**config.mk**
```make
export PLATFORM = sky130hd
export DESIGN_NAME = lzpw_ctrl_flat
export DESIGN_NICKNAME = d
export VERILOG_FILES = /design/src/hw/rtl/assert_macros.svh /design/src/hw/rtl/lzpw_pkg.sv /design/src/hw/rtl/lzpw_if.sv /design/src/hw/rtl/lzpw_ctrl.sv /design/src/flat_wrapper.sv
export SDC_FILE = /design/constraint.sdc
export NUM_CORES = 1
export LEC_CHECK = 0
export BUFFER_PORTS_ARGS = -buffer_cell sky130_fd_sc_hd__buf_2
export CAP_MARGIN = 20
export CORE_AREA = 2 2 39 41
export DETAILED_ROUTE_END_ITERATION = 8
export DIE_AREA = 0 0 41 43
export PLACE_DENSITY = 0.75
export SYNTH_ARGS = -nofsm -noshare
export SYNTH_HDL_FRONTEND = slang
export SYNTH_SLANG_ARGS = --single-unit
```
**constraint.sdc**
```tcl
create_clock -name clock -period 3 [get_ports clock]
set_clock_uncertainty 0.15 [all_clocks]
set_input_delay 0.75 -clock clock [delete_from_list [all_inputs] [get_ports clock]]
set_output_delay 0.75 -clock clock [all_outputs]
set_load 0.03 [all_outputs]
```
**src/hw/rtl/assert_macros.svh**
```systemverilog
// Assertion macros shared by the RTL files of the LZSS decoder.
// No dependencies; the bodies are empty when SYNTHESIS is defined.
`ifndef ASSERT_MACROS_SVH
`define ASSERT_MACROS_SVH
`ifndef SYNTHESIS
`define ASSERT_ALWAYS(label, clk, rst, prop, msg) \
   label: assert property (@(posedge clk) disable iff (rst) (prop)) else $error(msg);
`define ASSERT_NEVER(label, clk, rst, expr, msg) \
   label: assert property (@(posedge clk) disable iff (rst) !(expr)) else $error(msg);
`else
`define ASSERT_ALWAYS(label, clk, rst, prop, msg)
`define ASSERT_NEVER(label, clk, rst, expr, msg)
`endif
`endif

```
**src/hw/rtl/lzpw_pkg.sv**
```systemverilog
// Shared constants, state encoding and control structs of the LZSS decoder.
// No dependencies.
`default_nettype none
package lzpw_pkg;

   localparam int LenBits     = 24;
   localparam int CfgBits     = 24;
   localparam int ByteBits    = 8;
   localparam int WinAddrBits = 12;
   localparam int WinDepth    = 1 << WinAddrBits;
   localparam int CntBits     = 5;

   localparam logic [WinAddrBits-1:0] WinStart   = 12'hFEE;
   localparam logic [WinAddrBits-1:0] WinLast    = 12'hFFF;
   localparam logic [WinAddrBits-1:0] RampUpBase = 12'hD00;
   localparam logic [WinAddrBits-1:0] RampDnBase = 12'hE00;
   localparam logic [WinAddrBits-1:0] ZeroBase   = 12'hF00;
   localparam logic [WinAddrBits-1:0] SpaceBase  = 12'hF80;
   localparam logic [ByteBits-1:0]    SpaceChar  = 8'h20;
   localparam logic [CntBits-1:0]     MinMatch   = 5'd3;
   localparam logic [3:0]             RepLast    = 4'd12;
   localparam logic [3:0]             FlagCount  = 4'd8;

   typedef enum logic [2:0] {
      ST_FILL,
      ST_FLAG,
      ST_TOKEN,
      ST_MATCH_HI,
      ST_COPY
   } state_type;

   typedef struct packed {
      logic fill;
      logic start;
      logic load_flag;
      logic flag_held;
      logic literal;
      logic save_off;
      logic match_start;
      logic copy;
      logic token_done;
   } cmd_type;

   typedef struct packed {
      logic fill_end;
      logic stream_done;
      logic flag_bit;
      logic flags_more;
      logic out_free;
      logic copy_end;
   } status_type;

   // preset window content at a given address; run_val counts the 13-fold runs
   function automatic logic [ByteBits-1:0] preset_byte(
      input logic [WinAddrBits-1:0] addr,
      input logic [ByteBits-1:0]    run_val
   );
      logic [ByteBits-1:0] b;
      if (addr < RampUpBase) begin
         b = run_val;
      end else if (addr < RampDnBase) begin
         b = addr[ByteBits-1:0];
      end else if (addr < ZeroBase) begin
         b = ~addr[ByteBits-1:0];
      end else if (addr < SpaceBase) begin
         b = '0;
      end else if (addr < WinStart) begin
         b = SpaceChar;
      end else begin
         b = '0;
      end
      return b;
   endfunction

endpackage
`default_nettype wire

```
**src/hw/rtl/lzpw_if.sv**
```systemverilog
// Handshake channels of the LZSS decoder: compressed input, output bytes, register write.
// Depends on lzpw_pkg.
`default_nettype none
interface lzpw_req_if;
   import lzpw_pkg::*;
   logic                valid;
   logic                ready;
   logic [ByteBits-1:0] in_byte;
   logic                start_stream;
   modport source (output valid, output in_byte, output start_stream, input ready);
   modport sink   (input valid, input in_byte, input start_stream, output ready);
endinterface

`default_nettype wire

```
**src/hw/rtl/lzpw_ctrl.sv**
```systemverilog
// Controller of the LZSS decoder: parse state machine, input handshake, datapath commands.
// Depends on lzpw_pkg and lzpw_if.
`default_nettype none
module lzpw_ctrl (
   input  logic                 clock,
   input  logic                 reset,
   lzpw_req_if.sink             req,
   input  lzpw_pkg::status_type st,
   output lzpw_pkg::cmd_type    cmd
);
   import lzpw_pkg::*;

   state_type state_ff, state_in;
   logic      held_ff, held_in;

   always_ff @(posedge clock) begin
      if (reset) begin
         state_ff <= ST_FILL;
         held_ff  <= 1'b0;
      end else begin
         state_ff <= state_in;
         held_ff  <= held_in;
      end
   end

   always_comb begin
      state_in  = state_ff;
      held_in   = held_ff;
      cmd       = '0;
      req.ready = 1'b0;

      unique case (state_ff)
         ST_FILL: begin
            cmd.fill = 1'b1;
            if (st.fill_end) begin
               held_in = 1'b0;
               // the item that started the stream is its flag byte
               if (held_ff && !st.stream_done) begin
                  cmd.load_flag = 1'b1;
                  cmd.flag_held = 1'b1;
                  state_in      = ST_TOKEN;
               end else begin
                  state_in = ST_FLAG;
               end
            end
         end
         ST_FLAG: begin
            req.ready = 1'b1;
            if (req.valid) begin
               priority if (req.start_stream) begin
                  cmd.start = 1'b1;
                  held_in   = 1'b1;
                  state_in  = ST_FILL;
               end else if (!st.stream_done) begin
                  cmd.load_flag = 1'b1;
                  state_in      = ST_TOKEN;
               end
            end
         end
         ST_TOKEN: begin
            req.ready = st.out_free;
            if (req.valid && st.out_free) begin
               priority if (req.start_stream) begin
                  cmd.start = 1'b1;
                  held_in   = 1'b1;
                  state_in  = ST_FILL;
               end else if (!st.stream_done) begin
                  if (st.flag_bit) begin
                     cmd.literal    = 1'b1;
                     cmd.token_done = 1'b1;
                     state_in       = st.flags_more ? ST_TOKEN : ST_FLAG;
                  end else begin
                     cmd.save_off = 1'b1;
                     state_in     = ST_MATCH_HI;
                  end
               end
            end
         end
         ST_MATCH_HI: begin
            req.ready = 1'b1;
            if (req.valid) begin
               priority if (req.start_stream) begin
                  cmd.start = 1'b1;
                  held_in   = 1'b1;
                  state_in  = ST_FILL;
               end else if (!st.stream_done) begin
                  cmd.match_start = 1'b1;
                  state_in        = ST_COPY;
               end
            end
         end
         ST_COPY: begin
            cmd.copy = 1'b1;
            if (st.copy_end) begin
               cmd.token_done = 1'b1;
               state_in       = st.flags_more ? ST_TOKEN : ST_FLAG;
            end
         end
         default: begin
            state_in = ST_FLAG;
         end
      endcase
   end
endmodule
`default_nettype wire

```
**src/flat_wrapper.sv**
```systemverilog
// flat-port wrapper written by rule: the top's interface ports become plain ports
module lzpw_ctrl_flat import lzpw_pkg::*;
  (clock, reset, st, cmd, req_valid, req_in_byte, req_start_stream, req_ready);
  lzpw_req_if req_i ();
  input  logic clock;
  input  logic reset;
  input  lzpw_pkg::status_type st;
  output lzpw_pkg::cmd_type cmd;
  input wire logic [$bits(req_i.valid)-1:0] req_valid;
  input wire logic [$bits(req_i.in_byte)-1:0] req_in_byte;
  input wire logic [$bits(req_i.start_stream)-1:0] req_start_stream;
  output wire logic [$bits(req_i.ready)-1:0] req_ready;
  assign req_i.valid = req_valid;
  assign req_i.in_byte = req_in_byte;
  assign req_i.start_stream = req_start_stream;
  assign req_ready = req_i.ready;
  lzpw_ctrl u_core (.clock(clock), .reset(reset), .req(req_i), .st(st), .cmd(cmd));
endmodule
```
==> results.json <==
{
  "status": "completed",
  "clk_latency_ns": 0.24,
  "final.setup.tns_ns": 0,
  "vias_per_cell": 5.34,
  "antenna_cells": 0,
  "drive_gt1_share_pct": 41.7,
  "fin_crit_ns": 2.71,
  "crit_type": "input port to output port",
  "power_density_nw_per_um2": 840,
  "critPathCaptureType": "output port",
  "antenna_found_initial": 0,
  "synth_area_um2": 430,
  "hpwl_um": 846,
  "grt_pass1_vias": 427,
  "yosys_warnings": 0,
  "drt_first_iter_violations": 17,
  "hold_violations": 0,
  "overflow": 0,
  "dp_cells": 85,
  "grt_max_degree": 12,
  "period_share_pct": 90.2,
  "syn_avg_cell_area_um2": 8.12,
  "cts_buffers": 3,
  "grt_use_total_pct": 14.7,
  "gp_congestion": 0.869,
  "die_y_um": 43,
  "clk_pin_slew_ns": 0.04,
  "slew_viol_final": 0,
  "synth_cells": 53,
  "core_um2": 1380,
  "clkSinkCount": 4,
  "nNetsFinal": 92,
  "crit_fanout": 4,
  "startpoint_type": "input port",
  "seq_area_frac_synth_pct": 18.6,
  "drv_cap": 0,
  "cts.repair.resized": 0,
  "cp.required_ns": 2.10,
  "routedWlPerCell_um": 12.2,
  "yosys_register_bits": 4,
  "cts_root_buf": "clkbuf_4",
  "die_area_um2": 1760,
  "post_cts_buffers": 0,
  "ioPinCount": 28,
  "setup_viol": 0,
  "start_util_pct": 31.1,
  "rows": 14,
  "worstMarginPinSlew_ns": 0.413,
  "die-width_um": 41,
  "power_uw": 457,
  "p_leak_uw": 0.000246,
  "cts_tree": "yes",
  "rsz0062_at_grt": "false",
  "detail-route-antenna-nets": 0,
  "grt_pass1_wl_mm": 1.77,
  "final_cells": 88,
  "drc": 0,
  "h-tree-depth": 1,
  "first_pass_iters": 4,
  "max_clock_freq_mhz": 370,
  "relSlewSlack_pct": 72.4,
  "routed_wl_mm": 1.08,
  "hp-class": "register to register",
  "synth_nets": 71,
  "numPortBuffers": 19,
  "syn_to_final_growth_pct": 26.5,
  "vdd_drop_max_uv": 425,
  "num_vias": 470,
  "clockBufferDepth": 2,
  "arrival_ns": 1.81,
  "yosysUniqueCellTypes": 29,
  "holdBufCountCts": 0
}
[final timing paths]
path | from | to | slack, ns | cells after the start
hold / removal | u_core.held_ff | u_core.held_ff | 0.43 | 2
hold reg to reg | u_core.held_ff | u_core.held_ff | 0.43 | 2
setup reg to reg | u_core.state_ff[0] | u_core.state_ff[0] | 1.41 | 4
setup / recovery | req_start_stream | cmd[3] | 0.29 | 6
[Yosys cell counts, drive strengths merged]
| library cell | instances | share of area [%] |
|---|---|---|
| inv | 5 | 4.4 |
| a311oi | 1 | 3.5 |
| o22ai | 1 | 1.5 |
| a22o | 1 | 2.0 |
| o21ai | 2 | 2.3 |
| or2 | 1 | 2.0 |
| a31oi | 3 | 5.8 |
| a21oi | 4 | 5.5 |
| and2 | 3 | 4.7 |
| dfxtp | 4 | 19 |
| nor4b | 1 | 5.5 |
| nand2b | 2 | 2.9 |
| nor2b | 2 | 2.9 |
| nor4 | 3 | 4.4 |
| nand2 | 2 | 1.7 |
| buf | 3 | 5.5 |
| a22oi | 1 | 1.7 |
| o21ba | 1 | 2.3 |
| or2b | 1 | 1.7 |
| and4b | 1 | 2.3 |
| nor2 | 5 | 4.4 |
| o221ai | 1 | 6.1 |
| a211oi | 3 | 5.2 |
| and3 | 2 | 2.9 |
[metal layers]
layer / track usage, % / vias up / share of wire (%)
li1: - / 235 / -
met1: 19.9 / 212 / 47
met2: 19.7 / 21 / 44
met3: 6.81 / 2 / 7.8
met4: 6.00 / 0 / 1.3
met5: 0 / - / 0
[sequential cells by signal (all words and copies together), names as in the netlist]
| signal | cells |
|---|---|
| u_core.state_ff | 3 |
| u_core.held_ff | 1 |
[report_power, final]
group / switching (uW) / leakage (uW) / internal, uW / total, uW
sequential: 43.2 / 0.0000328 / 70.6 / 114
combinational: 166 / 0.000200 / 108 / 274
clock: 24.3 / 0.0000138 / 44.9 / 69.2
total: 234 / 0.000246 / 224 / 457
[cell families after synthesis]
kind of cell	after synthesis	share of synthesized area, %
AND/OR/NAND/NOR	23	35.5
buffers and inverters	8	9.88
AO/OA/AOI/OAI	18	36.0
flip-flops	4	18.6
[metrics by stage]
stage / hold WS, ns / setup WS [ns] / instance area (um^2) / util [%]
6_report: 0.433 / 0.294 / 544 / 39.3
3_3_place_gp: 0.415 / 0.297 / 522 / 37.7
4_1_cts: 0.431 / 0.290 / 544 / 39.3
2_1_floorplan: 0.371 / 0.270 / 430 / -
3_5_place_dp: 0.427 / 0.291 / 522 / 37.7
5_1_grt: 0.475 / 0.151 / 544 / 39.3
[critical path, cell delays in order]
cell and delay [ns]:
buf_2 0.13, nor2_1 0.18, and4b_1 0.23, and3_1 0.19, nor2b_1 0.12, buf_2 0.20
[cell usage in the layout, fill, tap and decap left out, drive strengths merged]
cell type	Yosys	layout
o22ai	1	1
a31oi	3	3
and3	2	2
o21ba	1	1
o221ai	1	1
nor4b	1	1
a311oi	1	1
nor2	5	5
or2	1	1
a22o	1	1
dfxtp	4	4
a21oi	4	4
a211oi	3	3
and2	3	3
nand2	2	2
nor4	3	3
clkbuf	0	3
nand2b	2	2
buf	3	19
and4b	1	1
nor2b	2	2
o21ai	2	2
inv	5	5
or2b	1	1
a22oi	1	1
[cell type report]
class	count	area (um^2)
inverters	5	18.8
well taps	16	20.0
repair buffers	19	95.1
flip-flops and latches	4	80.1
multi-input cells	41	308
fillers	149	840
clock buffers	3	22.5
(Power assumes the default switching activity.)
